<file path="config.mk">
export PLATFORM = sky130hd
export DESIGN_NAME = ppu_ram
export DESIGN_NICKNAME = d
export VERILOG_FILES = /design/src/rtl/ppu_ram.sv
export SDC_FILE = /design/constraint.sdc
export NUM_CORES = 2
export LEC_CHECK = 0
export ABC_AREA = 1
export BUFFER_PORTS_ARGS = -buffer_cell sky130_fd_sc_hd__buf_2
export CAP_MARGIN = 15
export CORE_MARGIN = 8
export CORE_UTILIZATION = 44
export DETAILED_ROUTE_END_ITERATION = 8
export PLACE_DENSITY = 0.66
export SLEW_MARGIN = 20
export SYNTH_ARGS = -nofsm -noshare
export SYNTH_HDL_FRONTEND = slang
export SYNTH_SLANG_ARGS = --single-unit
</file>
<file path="constraint.sdc">
create_clock -name aclk -period 1.76 [get_ports aclk]
set_input_delay 0.264 -clock aclk [delete_from_list [all_inputs] [get_ports aclk]]
set_output_delay 0.264 -clock aclk [all_outputs]
set_load 0.01 [all_outputs]
</file>
<file path="src/rtl/ppu_ram.sv">
// ----------------------------------------------------------------------------
// ppu_ram
// Generic simple dual-port RAM with one write port and a registered read.
// ----------------------------------------------------------------------------
module ppu_ram #(
    parameter int WIDTH = 8,
    parameter int DEPTH = 256
) (
    input  logic                     aclk,
    input  logic                     we,
    input  logic [$clog2(DEPTH)-1:0] waddr,
    input  logic [WIDTH-1:0]         wdata,
    input  logic                     re,
    input  logic [$clog2(DEPTH)-1:0] raddr,
    output logic [WIDTH-1:0]         rdata
);

    logic [WIDTH-1:0] mem [DEPTH];
    logic [WIDTH-1:0] rdata_reg;

    always_ff @(posedge aclk) begin
        if (we) begin
            mem[waddr] <= wdata;
        end
        if (re) begin
            rdata_reg <= mem[raddr];
        end
    end

    assign rdata = rdata_reg;

endmodule

</file>
# After elaboration in Yosys (flattened, before gate mapping)

Memories as Yosys holds them, arrays and structs flattened. A register that Yosys moved wholly into a read port is not among the register bits.
Index checks and enable logic that the tools add are counted.
W data, S select, Z words.

Bits in registers: 0
Memory bits (writable): 2048
Input port bits: 27
Output and inout bits: 8
Logic and storage cells: 3
Memories: 1

Memories:

| name | words | bits a word | read ports | clocked after Yosys merged registers in | write ports | line | source |
|---|---|---|---|---|---|---|---|
| mem  | 256   | 8           | 1          | 1                                       | 1           | 18   | `logic [WIDTH-1:0] mem [DEPTH];` |

Multiplexer cells: 2

Operators with widths:

| kind    | count |
|---|---|
| $mux W1 | 2 |

# Logic depth before layout (Yosys ltp)

Depth in word-level cells: 2
Depth in mapped cells: 15
Mapped depth without buffers: 11

# Worst setup path after synthesis

OpenSTA, ideal clock, no wires.

Path kind: input -> register
Start: input we
End: memory mem[162][0], enable pin
Setup time: 0.370 ns
Arrival: 1.385 ns
Required time: 1.390 ns
Slack: 0.005 ns
Stages on the path: 4
Path buffers: 2
Path through: clkbuf_1 nand3_1 clkbuf_1 nor2_1

Longest elaborated chain between the ends: 2

Ends and longest elaborated chain:

| what                          | line | source |
|---|---|---|
| start, declared               | 10   | `input logic we,` |
| $mux W1                       | 22   | `if (we) begin` |
| $mux W1 (implied by the code) | 23   | `mem[waddr] <= wdata;` |
| end, declared                 | 18   |  |

No other way between the ends.

# Worst setup path in the final report

Start: register rdata_reg[7], in the netlist rdata[7], read port of mem
End: output rdata[7]

RTL lines:

| what            | line | source |
|---|---|---|
| start, declared | 19   | `logic [WIDTH-1:0] rdata_reg;` |
| end, declared   | 15   | `output logic [WIDTH-1:0] rdata` |

No word-level cell between the ends.

==> results_dict.tcl <==
set metrics [dict create \
    status "finished with violations" \
    violations "negative setup slack" \
    yosysUniqueCellTypes 13 \
    core_um2 189000 \
    cp-start-kind "flip-flop" \
    num_rows 160 \
    synth_edf_count 2056 \
    clockBufferDepth 3 \
    post_drt_wl_per_cell_um 23.3 \
    syn-cell-area_um2 83500 \
    fin_crit_sh_pct 108 \
    yosys_warnings 0 \
    crit_path_max_fanout 1 \
    drtIter0Drc 6578 \
    worstMarginPinSlew_ns 1.25 \
    maxSlewViolCount 0 \
    yosys.area.top_type_share_pct 74.0 \
    synth_top_family_by_area "simple AND/OR/NAND/NOR gates" \
    nFillCells 15800 \
    synth_compound_area_share_pct 0 \
    antenna_found_initial 7 \
    h-tree-depth 4 \
    crit_buf_inv 1 \
    ios 35 \
    async_flop_share_pct 0 \
    crit_chain "buf_2" \
    synthXorXnorAreaFrac_pct 0 \
    synth.area.mux_share_pct 0 \
    ys_top_cells_by_count "nand2_1 (2,123), edfxtp_1 (2,056), nand3_1 (2,019)" \
    die-height_um 452 \
    syn2layout_area_growth_pct 19.6 \
    initial_core_util_pct 44.1 \
    dp_hpwl_um 149000 \
    total_power_w 0.104 \
    min_period_ns 1.90 \
    critPathKind "flip-flop to output pin" \
    grt_usage_pct 22.6 \
    synth_seq_area_share_pct 74.0 \
    yosysTopAreaCell "edfxtp_1" \
    cts_made_buffers 205 \
    worstPathArrival_ns 1.63 \
    clkSinkCount 2056 \
    worstHoldPathType "input pin to flip-flop" \
    die_w_um 452 \
    first_pass_iters 6 \
    power_density_nw_per_um2 1040 \
    worstSkewPairLatency_ns 0.85 \
    max_clock_freq_ghz 0.527 \
    synth-simple-area-share_pct 22.9 \
    crit_family "flip-flops" \
    synth_fa_ha_area_share_pct 0 \
    cpMaxStageDelayCell "edfxtp_1" \
    vias 57400 \
    clkSlewWorstSetupHoldPaths_ns 0.06 \
    rsz0062_at_grt "yes" \
    grt_max_degree 87 \
    synth_ff_type "edfxtp_1" \
    cellLeakagePower_nw 35.9 \
    antenna_left 0 \
    grt_overflow 0 \
    rrSetupSlack_ns 0.01 \
    clockRootBuffer "clkbuf_16" \
    vdd_drop_max_mv 1.13 \
    post-place-ws_ns -1.14 \
    crit_path_end_kind "output pin" \
    final_nets 7532 \
    setup_viol 8 \
    yosys.cell_count.top_type "nand2_1" \
    cp_slowest_stage_delay_ns 0.55 \
    ys_top_cells_by_area "edfxtp_1 (74%), nand3_1 (12%), nand2_1 (9.5%)" \
    largest_register_ffs 2048 \
    drc 0 \
    drt-total-wl_um 237000 \
    cts_tree "built" \
    io_buffers 34 \
    cp.required_ns 1.50 \
    layout_setup_ws_ns -0.136 \
    drive_gt1_share_pct 16.1 \
    ys_seq_elements 2056 \
    avgSynthCellArea_um2 11.9 \
    hold_viol 0 \
    grt_first_pass_wirelength_um 352000 \
    syn_inst 7003 \
    synth_nets 7030 \
    vias_per_cell 5.63 \
    place_congestion 0.897 \
    slew_headroom_pct 16.3 \
    fp.dieArea_um2 204000 \
    skew_ns 0.0530 \
    first_global_vias 55300 \
    cap_violations 0 \
]
[layer usage]
metal / vias up / GRT usage (%) / share of wire (%)
li1: 25900 / - / -
met4: 0 / 9.37 / 4.1
met2: 2855 / 36.7 / 48
met3: 451 / 3.88 / 9.1
met1: 28200 / 30.3 / 39
met5: - / 0 / 0
[metrics by stage]
| stage | TNS, ns | std cells | instance area (µm²) | util, % | hold slack [ns] |
|---|---|---|---|---|---|
| after floorplan | 0 | 7003 | 83500 | - | 0.363 |
| after global placement | -9.76 | 9797 | 92000 | 48.6 | 0.546 |
| after detailed placement | -17.19 | 9797 | 92000 | 48.6 | 0.541 |
| after CTS | -1.17 | 10200 | 99100 | 52.3 | 0.241 |
| after global routing | -0.904 | 10200 | 99800 | 52.7 | 0.261 |
| final | -0.638 | 10200 | 99800 | 52.7 | 0.276 |
[logic make-up (layout without fill, tap and decap cells)]
kind of cell / count (synthesis) / in the layout
AND/OR/NAND/NOR: 4425 / 4425
flip-flops: 2056 / 2056
buffers and inverters: 522 / 1189
other: 0 / 9
[path summary, 6_finish.rpt]
check	startpoint	end	depth (start not counted)
setup reg to reg	mem[191][5]$_DFFE_PP_	rdata[5]$_DFFE_PP_	11
hold / removal	wdata[2]	mem[96][2]$_DFFE_PP_	2
setup / recovery	rdata[7]$_DFFE_PP_	rdata[7]	1
hold reg to reg	mem[18][7]$_DFFE_PP_	rdata[7]$_DFFE_PP_	10
[cell usage in the layout (no fill, tap or decap), drive strengths merged]
| cell | netlist | routed |
|---|---|---|
| clkinv | 0 | 95 |
| nand2 | 2123 | 2123 |
| dlygate4sd3 | 0 | 10 |
| clkbuf | 112 | 252 |
| diode | 0 | 9 |
| nor2 | 283 | 283 |
| inv | 39 | 44 |
| clkinvlp | 0 | 5 |
| edfxtp | 2056 | 2056 |
| bufinv | 0 | 16 |
| buf | 371 | 767 |
| nand3 | 2019 | 2019 |
[area by class of cell]
cell class	count	area (µm²)	share of cell area (%)
repair inverters	1	11.3	0.0113
clock inverters	120	1150	1.15
well taps	2511	3140	3.15
diodes	9	22.5	0.0226
inverters	39	190	0.191
multi-input cells	4425	20200	20.2
clock buffers	252	5370	5.38
repair buffers	777	7990	8.00
flip-flops and latches	2056	61700	61.9
[where the power goes]
group          leakage (nW)  internal [W]  switching, W  total (W)
logic                  14.2       0.00236       0.00514    0.00750
clock network          3.17        0.0240        0.0184     0.0425
registers              18.5        0.0540     0.0000673     0.0541
total                  35.9        0.0804        0.0237      0.104
[timing repair]
action,4_1_cts,5_1_grt
buffers inserted,0,4
hold endpoints to repair,450,0
hold buffers,10,0
pin swaps,5,39
resized for setup,83,132
cloned,0,1
setup endpoints to repair,16,16
(Power assumes the default switching activity.)
