<file path="config.mk">
export PLATFORM = sky130hd
export DESIGN_NAME = ppu_reg_ctl
export DESIGN_NICKNAME = d
export VERILOG_FILES = /design/src/rtl/ppu_pkg.sv /design/src/rtl/ppu_reg_ctl.sv
export SDC_FILE = /design/constraint.sdc
export NUM_CORES = 1
export LEC_CHECK = 0
export ABC_AREA = 1
export BUFFER_PORTS_ARGS = -buffer_cell sky130_fd_sc_hd__buf_2
export CAP_MARGIN = 20
export CORE_MARGIN = 1.5
export CORE_UTILIZATION = 45
export CTS_BUF_LIST = sky130_fd_sc_hd__clkbuf_4 sky130_fd_sc_hd__clkbuf_8
export DETAILED_ROUTE_END_ITERATION = 10
export MAX_ROUTING_LAYER = met4
export PLACE_DENSITY = 0.83
export SETUP_SLACK_MARGIN = 0.02
export SLEW_MARGIN = 20
export SYNTH_ARGS = -nofsm -noshare
export SYNTH_HDL_FRONTEND = slang
export SYNTH_SLANG_ARGS = --single-unit
</file>
<file path="constraint.sdc">
create_clock -name aclk -period 1.8 [get_ports aclk]
set_input_delay 0.36 -clock aclk [delete_from_list [all_inputs] [get_ports aclk]]
set_output_delay 0.36 -clock aclk [all_outputs]
set_load 0.01 [all_outputs]
</file>
<file path="src/rtl/ppu_pkg.sv">
// ----------------------------------------------------------------------------
// ppu_pkg
// Shared types, codes and address helpers for the picture processor CPU port.
// ----------------------------------------------------------------------------
package ppu_pkg;

    localparam int PATTERN_BYTES   = 8192;
    localparam int NAMETABLE_BYTES = 4096;
    localparam int SPRITE_BYTES    = 256;
    localparam int PALETTE_BYTES   = 32;

    localparam int PAT_AW = $clog2(PATTERN_BYTES);
    localparam int NT_AW  = $clog2(NAMETABLE_BYTES);
    localparam int SPR_AW = $clog2(SPRITE_BYTES);
    localparam int PAL_AW = $clog2(PALETTE_BYTES);

    // Bus operation kinds.
    localparam logic [1:0] OP_READ   = 2'd0;
    localparam logic [1:0] OP_WRITE  = 2'd1;
    localparam logic [1:0] OP_STATUS = 2'd2;

    // Register numbers.
    localparam logic [2:0] REG_CTRL     = 3'd0;
    localparam logic [2:0] REG_MASK     = 3'd1;
    localparam logic [2:0] REG_STATUS   = 3'd2;
    localparam logic [2:0] REG_OAM_ADDR = 3'd3;
    localparam logic [2:0] REG_OAM_DATA = 3'd4;
    localparam logic [2:0] REG_SCROLL   = 3'd5;
    localparam logic [2:0] REG_ADDR     = 3'd6;
    localparam logic [2:0] REG_DATA     = 3'd7;

    // Where a result byte comes from once the memories have answered.
    localparam logic [1:0] SRC_IMM = 2'd0;
    localparam logic [1:0] SRC_SPR = 2'd1;
    localparam logic [1:0] SRC_BUF = 2'd2;
    localparam logic [1:0] SRC_PAL = 2'd3;

    localparam logic [1:0] MIRROR_VERT = 2'd1;

    typedef struct packed {
        logic              spr_we;
        logic              spr_re;
        logic [SPR_AW-1:0] spr_addr;
        logic              pal_we;
        logic              pal_re;
        logic [PAL_AW-1:0] pal_addr;
        logic              pat_we;
        logic              pat_re;
        logic [PAT_AW-1:0] pat_addr;
        logic              nt_we;
        logic              nt_re;
        logic [NT_AW-1:0]  nt_addr;
        logic [7:0]        wdata;
    } mem_req_t;

    typedef struct packed {
        logic [1:0] src;
        logic [7:0] imm;
        logic       refill;
        logic       refill_pat;
    } item_info_t;

    // Palette entries whose index is a multiple of four share storage with
    // their partner sixteen entries away, so both halves map to one row.
    function automatic logic [PAL_AW-1:0] pal_index(input logic [4:0] a);
        logic [4:0] idx;
        idx = (a[1:0] == 2'b00) ? {1'b0, a[3:0]} : a;
        return idx[PAL_AW-1:0];
    endfunction

    function automatic logic [NT_AW-1:0] nt_index(input logic [13:0] a,
                                                   input logic [1:0]  mirror);
        logic [1:0]  page;
        logic [1:0]  phys;
        logic [11:0] full;
        page = a[11:10];
        if (mirror[1]) begin
            phys = page;
        end else if (mirror == MIRROR_VERT) begin
            phys = {1'b0, page[0]};
        end else begin
            phys = {1'b0, page[1]};
        end
        full = {phys, a[9:0]};
        return full[NT_AW-1:0];
    endfunction

endpackage

</file>
<file path="src/rtl/ppu_reg_ctl.sv">
// ----------------------------------------------------------------------------
// ppu_reg_ctl
// Register state of the CPU port and the memory commands of each bus beat.
// ----------------------------------------------------------------------------
module ppu_reg_ctl (
    input  logic               aclk,
    input  logic               aresetn,
    input  logic               accept,
    input  logic [1:0]         op,
    input  logic [2:0]         reg_sel,
    input  logic [7:0]         data,
    input  logic               cfg_we,
    input  logic [1:0]         cfg_data,
    output ppu_pkg::mem_req_t   mem_req,
    output ppu_pkg::item_info_t info
);

    import ppu_pkg::*;

    logic [1:0]  mirror_reg;
    logic [7:0]  control_reg,  control_next;
    logic [7:0]  status_reg,   status_next;
    logic [7:0]  oam_addr_reg, oam_addr_next;
    logic [14:0] vram_reg,     vram_next;
    logic [14:0] temp_reg,     temp_next;
    logic        toggle_reg,   toggle_next;

    logic [13:0] va;
    logic [14:0] vram_step;
    logic        is_pal;

    // Mask and fine X scroll only feed rendering, which lies outside this
    // block, so their writes leave nothing to store.
    assign va        = vram_reg[13:0];
    assign is_pal    = (va >= 14'h3F00);
    assign vram_step = vram_reg + (control_reg[2] ? 15'd32 : 15'd1);

    always_comb begin
        control_next  = control_reg;
        status_next   = status_reg;
        oam_addr_next = oam_addr_reg;
        vram_next     = vram_reg;
        temp_next     = temp_reg;
        toggle_next   = toggle_reg;

        mem_req          = '0;
        mem_req.spr_addr = oam_addr_reg;
        mem_req.pal_addr = pal_index(va[4:0]);
        mem_req.pat_addr = va[PAT_AW-1:0];
        mem_req.nt_addr  = nt_index(va, mirror_reg);
        mem_req.wdata    = data;

        info            = '0;
        info.src        = SRC_IMM;
        info.refill_pat = (va < 14'h2000);

        case (op)
            OP_READ: begin
                case (reg_sel)
                    REG_STATUS: begin
                        info.imm    = status_reg;
                        status_next = {1'b0, status_reg[6:0]};
                        toggle_next = 1'b0;
                    end
                    REG_OAM_DATA: begin
                        info.src       = SRC_SPR;
                        mem_req.spr_re = 1'b1;
                    end
                    REG_DATA: begin
                        info.src       = is_pal ? SRC_PAL : SRC_BUF;
                        info.refill    = 1'b1;
                        mem_req.pal_re = is_pal;
                        mem_req.pat_re = info.refill_pat;
                        mem_req.nt_re  = !info.refill_pat;
                        vram_next      = vram_step;
                    end
                    default: begin
                    end
                endcase
            end
            OP_WRITE: begin
                case (reg_sel)
                    REG_CTRL: begin
                        control_next     = data;
                        temp_next[11:10] = data[1:0];
                    end
                    REG_OAM_ADDR: begin
                        oam_addr_next = data;
                    end
                    REG_OAM_DATA: begin
                        mem_req.spr_we = 1'b1;
                        oam_addr_next  = oam_addr_reg + 8'd1;
                    end
                    REG_SCROLL: begin
                        if (toggle_reg) begin
                            temp_next[14:12] = data[2:0];
                            temp_next[9:5]   = data[7:3];
                        end else begin
                            temp_next[4:0] = data[7:3];
                        end
                        toggle_next = !toggle_reg;
                    end
                    REG_ADDR: begin
                        if (toggle_reg) begin
                            temp_next = {temp_reg[14:8], data};
                            vram_next = {temp_reg[14:8], data};
                        end else begin
                            temp_next = {1'b0, data[5:0], temp_reg[7:0]};
                        end
                        toggle_next = !toggle_reg;
                    end
                    REG_DATA: begin
                        if (is_pal) begin
                            mem_req.pal_we = 1'b1;
                            mem_req.wdata  = {2'b00, data[5:0]};
                        end else if (info.refill_pat) begin
                            mem_req.pat_we = 1'b1;
                        end else begin
                            mem_req.nt_we = 1'b1;
                        end
                        vram_next = vram_step;
                    end
                    default: begin
                    end
                endcase
            end
            OP_STATUS: begin
                status_next = data;
            end
            default: begin
            end
        endcase

        if (!accept) begin
            mem_req.spr_we = 1'b0;
            mem_req.spr_re = 1'b0;
            mem_req.pal_we = 1'b0;
            mem_req.pal_re = 1'b0;
            mem_req.pat_we = 1'b0;
            mem_req.pat_re = 1'b0;
            mem_req.nt_we  = 1'b0;
            mem_req.nt_re  = 1'b0;
        end
    end

    always_ff @(posedge aclk) begin
        if (!aresetn) begin
            mirror_reg   <= '0;
            control_reg  <= '0;
            status_reg   <= '0;
            oam_addr_reg <= '0;
            vram_reg     <= '0;
            temp_reg     <= '0;
            toggle_reg   <= 1'b0;
        end else begin
            if (cfg_we) begin
                mirror_reg <= cfg_data;
            end
            if (accept) begin
                control_reg  <= control_next;
                status_reg   <= status_next;
                oam_addr_reg <= oam_addr_next;
                vram_reg     <= vram_next;
                temp_reg     <= temp_next;
                toggle_reg   <= toggle_next;
            end
        end
    end

endmodule

</file>
# Word-level counts from Yosys, hierarchy flattened
# Cells that the tools add are included.
[totals] word_cells=102 out_inout_bits=66 register_bits=44 input_bits=19
[op_classes] n_eq_ne=16 order_cmp=2 muxes=53 reduce_logical=19 n_addsub=2 bitwise_logic=1
[ops] cell="$pmux W15 S2" count=2
[ops] cell="$mux W15" count=3
[ops] cell="$mux W8" count=5
[ops] cell="$pmux W8 S2" count=2
[ops] cell="$mux W1" count=25
[ops] cell="$pmux W10 S2" count=1
[ops] cell="$add A15 B6 Y15" count=1
[ops] cell="$mux W5" count=3
[ops] cell="$ge A14 B14 Y1 const B" count=1
[ops] cell="$lt A14 B14 Y1 const B" count=1
[ops] cell="$eq A3 B3 Y1 const B" count=4
[ops] cell="$reduce_and A3 Y1" count=4
[ops] cell="$mux W11" count=1
[ops] cell="$mux W2" count=5
[ops] cell="$reduce_and A5 Y1" count=2
[ops] cell="$reduce_bool A2 Y1" count=5
[ops] cell="$add A8 B1 Y8 const B" count=1
[ops] cell="$ne A2 B2 Y1 const B" count=4
[ops] cell="$pmux W2 S2" count=2
[ops] cell="$reduce_and A4 Y1" count=2
[ops] cell="$eq A3 B2 Y1 const B" count=2
[ops] cell="$mux W6" count=1
[ops] cell="$pmux W3 S2" count=1
[ops] cell="$eq A2 B1 Y1 const B" count=2
[ops] cell="11 further kinds" count=13

# Logic depth before layout (Yosys ltp)
[logic_depth] word_depth=6 depth_mapped=11 ltp_nobuf=11

# Least setup slack after synthesis
# No wires, ideal clock.
[synth_timing] path_kind="flip-flop to flip-flop" from="register vram_reg[0]" to="register vram_reg[8]" t_required_ps=1730 path_stages_with_launch=9 setup_slack_ps=168 setup_time_ps=70 synth_period_minus_slack_ps=1632 arrival_ps=1561 n_path_buf=0 path_cell_list="dfxtp_1 > ha_1 > ha_1 > nand3_1 > o21bai_1 > nand2_1 > o21ai_0 > nand2_1 > a21oi_1"
[synth_via] elab_chain_len=3 elab_cells_between_ends=4 cone_classes="1 x add/sub; 3 x mux"
[synth_rtl] item="start: declaration" line_no="ppu_reg_ctl.sv:24" source="logic [14:0] vram_reg, vram_next;"
[synth_rtl] item="start signal: assignment" line_no="ppu_reg_ctl.sv:163" source="vram_reg <= vram_next;"
[synth_rtl] item="$add A15 B6 Y15 *" line_no="ppu_reg_ctl.sv:36" source="assign vram_step = vram_reg + (control_reg[2] ? 15'd32 : 15'd1);"
[synth_rtl] item="$pmux W15 S2 or $mux W15 (tied branches)" line_no="ppu_reg_ctl.sv:82, ppu_reg_ctl.sv:59"
[synth_rtl] item="$pmux W15 S2 *" line_no="ppu_reg_ctl.sv:57" source="case (op)"
# Mark *: on every way between the ends. The rest lies on a longest branch, timed or not. The select of a mux whose other input is x is not followed.
# A chain may end at the register's enable or synchronous reset.

==> results.ini <==
[synthesis]
avgSynthCellArea_um2=6.29
seq_area_frac_synth=0.296
synth_ff_type=dfxtp_1
async_flop_share=0
synth_cell_types=34
ys_seq_elements=40
synth_edf_count=0
synth_nets=453
synth_largest_area_cell=dfxtp_1
yosysMostFrequentCell=nand2_1
ys_top_cells_by_area=dfxtp_1, nand2_1, buf_4
synth.top_cells.by_count=nand2_1, nor2_1, o21ai_0, inv_1, dfxtp_1
synth_top_area_share=0.296
yosysWarnings=0
synthesis.area_um2=2710
synthCells=430

[clocking]
clkLatencyLatePin_ps=290
clock-sinks=40
numCtsBuffers=5
clkTransAtPathRegs_ps=80
cts_tree=built
root_buffer=clkbuf_8
clockBufferDepth=2
htree_levels=2

[placed_design]
dpl_worst_slack_ps=80.3
hpwl_mm=5.56
port-buffer-count=84
place.gp.congestion=0.956

[timing]
skew_ps=6.15
max_clock_freq_mhz=571
min_period_ps=1750
worst_pin_slew_ps=499
setup_violations=0
hold_slack_ps=288
final_max_slew_viol_count=0
fin_ws_ps=48.5
rsz0062_at_grt=yes
hold_violations=0
slew-limit-headroom=0.667
fin_crit_sh=0.973

[worst_setup_path]
cp-start-kind=flop
crit_fanout=4
path_class=reg -> out
arrival_ps=1390
r2r_cells=9
required_ps=1440
worstSetupEndpointType=output port

[floorplan]
coreArea_um2=5850
initial_core_util=0.463
rows=28
dieArea_um2=6490
dieHeight_um=80.6
io_pins=85
die_w_um=80.6

[layout]
diodes=0
syn_to_final_growth_pct=18.8
nNetsFinal=518
largest_register_ffs=14
drive_above_1_share=0.284

[detailed_routing]
wl_per_cell_um=13.1
vias=3009
drc=0
drtAntennaViolNets=0
drt-total-wl_mm=7.46
drtIter0Drc=270
viasPerCell=5.27
firstDrtPassIters=5

[global_routing]
track_usage=0.243
antenna_found_initial=0
grt_max_degree=21
grt_pass1_vias=2597
grt_pass1_wl_mm=12.0
overflow=0

[status]
status=complete, no violations

[worst_hold_path]
hold_class=in -> reg
holdPathStages=3

[power_and_ir_drop]
power_density_nw_per_um2=577
vdd_drop_max_v=0.000364
leakagePower_uw=0.00156

[job]
drv_cap=0

## final timing paths
check	from	end	slack, ps
setup / recovery	vram_reg[11]$_SDFFE_PN0P_	mem_req[6]	50
hold / removal	cfg_data[1]	mirror_reg[1]$_SDFFE_PN0P_	290
setup reg to reg	control_reg[2]$_SDFFE_PN0P_	vram_reg[8]$_SDFFE_PN0P_	170
hold reg to reg	temp_reg[10]$_SDFFE_PN0P_	temp_reg[10]$_SDFFE_PN0P_	450
## per-layer routing
metal | up-vias | part of all wire | GRT usage
met5 | - | 0 | -
met3 | 15 | 0.064 | 0.0511
li1 | 1493 | - | -
met1 | 1381 | 0.44 | 0.301
met2 | 120 | 0.47 | 0.387
met4 | 0 | 0.022 | 0.0948
## cell type report
type                            count  area [µm²]
Fill cell                         580        2640
Clock buffer                        8        97.6
Timing Repair Buffer              103         576
Tap cell                           75        93.8
Inverter                           48         181
Sequential cell                    40         807
Multi-Input combinational cell    297        1460
## cells in the final DEF (no fill, tap or decap), types with 2 or more instances in the layout
cell type	count
inv_1	43
nor3_1	14
nand4_1	4
o21ai_1	4
dfxtp_2	5
nand3b_1	2
ha_2	2
a31oi_1	2
buf_2	84
inv_2	4
nand3_1	21
nand2_1	75
nand2_2	5
dfxtp_1	35
or2_2	2
buf_4	18
nand3_2	2
o21ai_0	45
xnor2_1	2
clkbuf_8	6
xor2_1	2
nor2_1	59
ha_1	2
clkbuf_4	2
nor2_4	3
nor2_2	3
o21a_1	2
a21oi_1	38
## report_power, final
group / total, µW / switching, µW / leakage, µW / internal [µW]
logic: 275 / 180 / 0.00118 / 94.9
registers: 923 / 15.6 / 0.000327 / 908
clock network: 657 / 314 / 0.0000523 / 343
## what timing repair did
item                       4_1_cts  5_1_grt
gates resized for setup          8       15
setup endpoints to repair        4       13
buffers inserted                 0        1
hold buffers                     0        0
pin swaps                        4        7
## critical path: stages, from the launching register on
cell	delay, ps
dfxtp_2	340
nand2_2	60
nor2_4	120
nand2_2	80
nor2_2	120
inv_2	80
nor2_4	100
nor2_1	50
buf_2	140
## through the flow
stage | instances | setup TNS (ps) | instance area (µm²) | total power, µW | utilization
after global routing | 571 | -79.5 | 3220 | 1940 | 0.550
after CTS | 570 | 0 | 3170 | 1860 | 0.543
after global placement | 562 | 0 | 3060 | 1210 | 0.523
after detailed placement | 562 | 0 | 3060 | 1210 | 0.523
after floorplan | 430 | 0 | 2710 | 1120 | -
final | 571 | 0 | 3220 | 1860 | 0.550
## cells by family (layout without fill, tap and decap cells)
family          Yosys count  after routing  share of synthesized area
fa+ha+maj                 4              4                     0.0185
simple gates            194            194                      0.310
flops                    40             40                      0.296
xor+xnor                  4              4                     0.0129
compound gates           95             95                      0.182
buf+inv                  93            159                      0.181
Power figures use the tool's default switching activity.
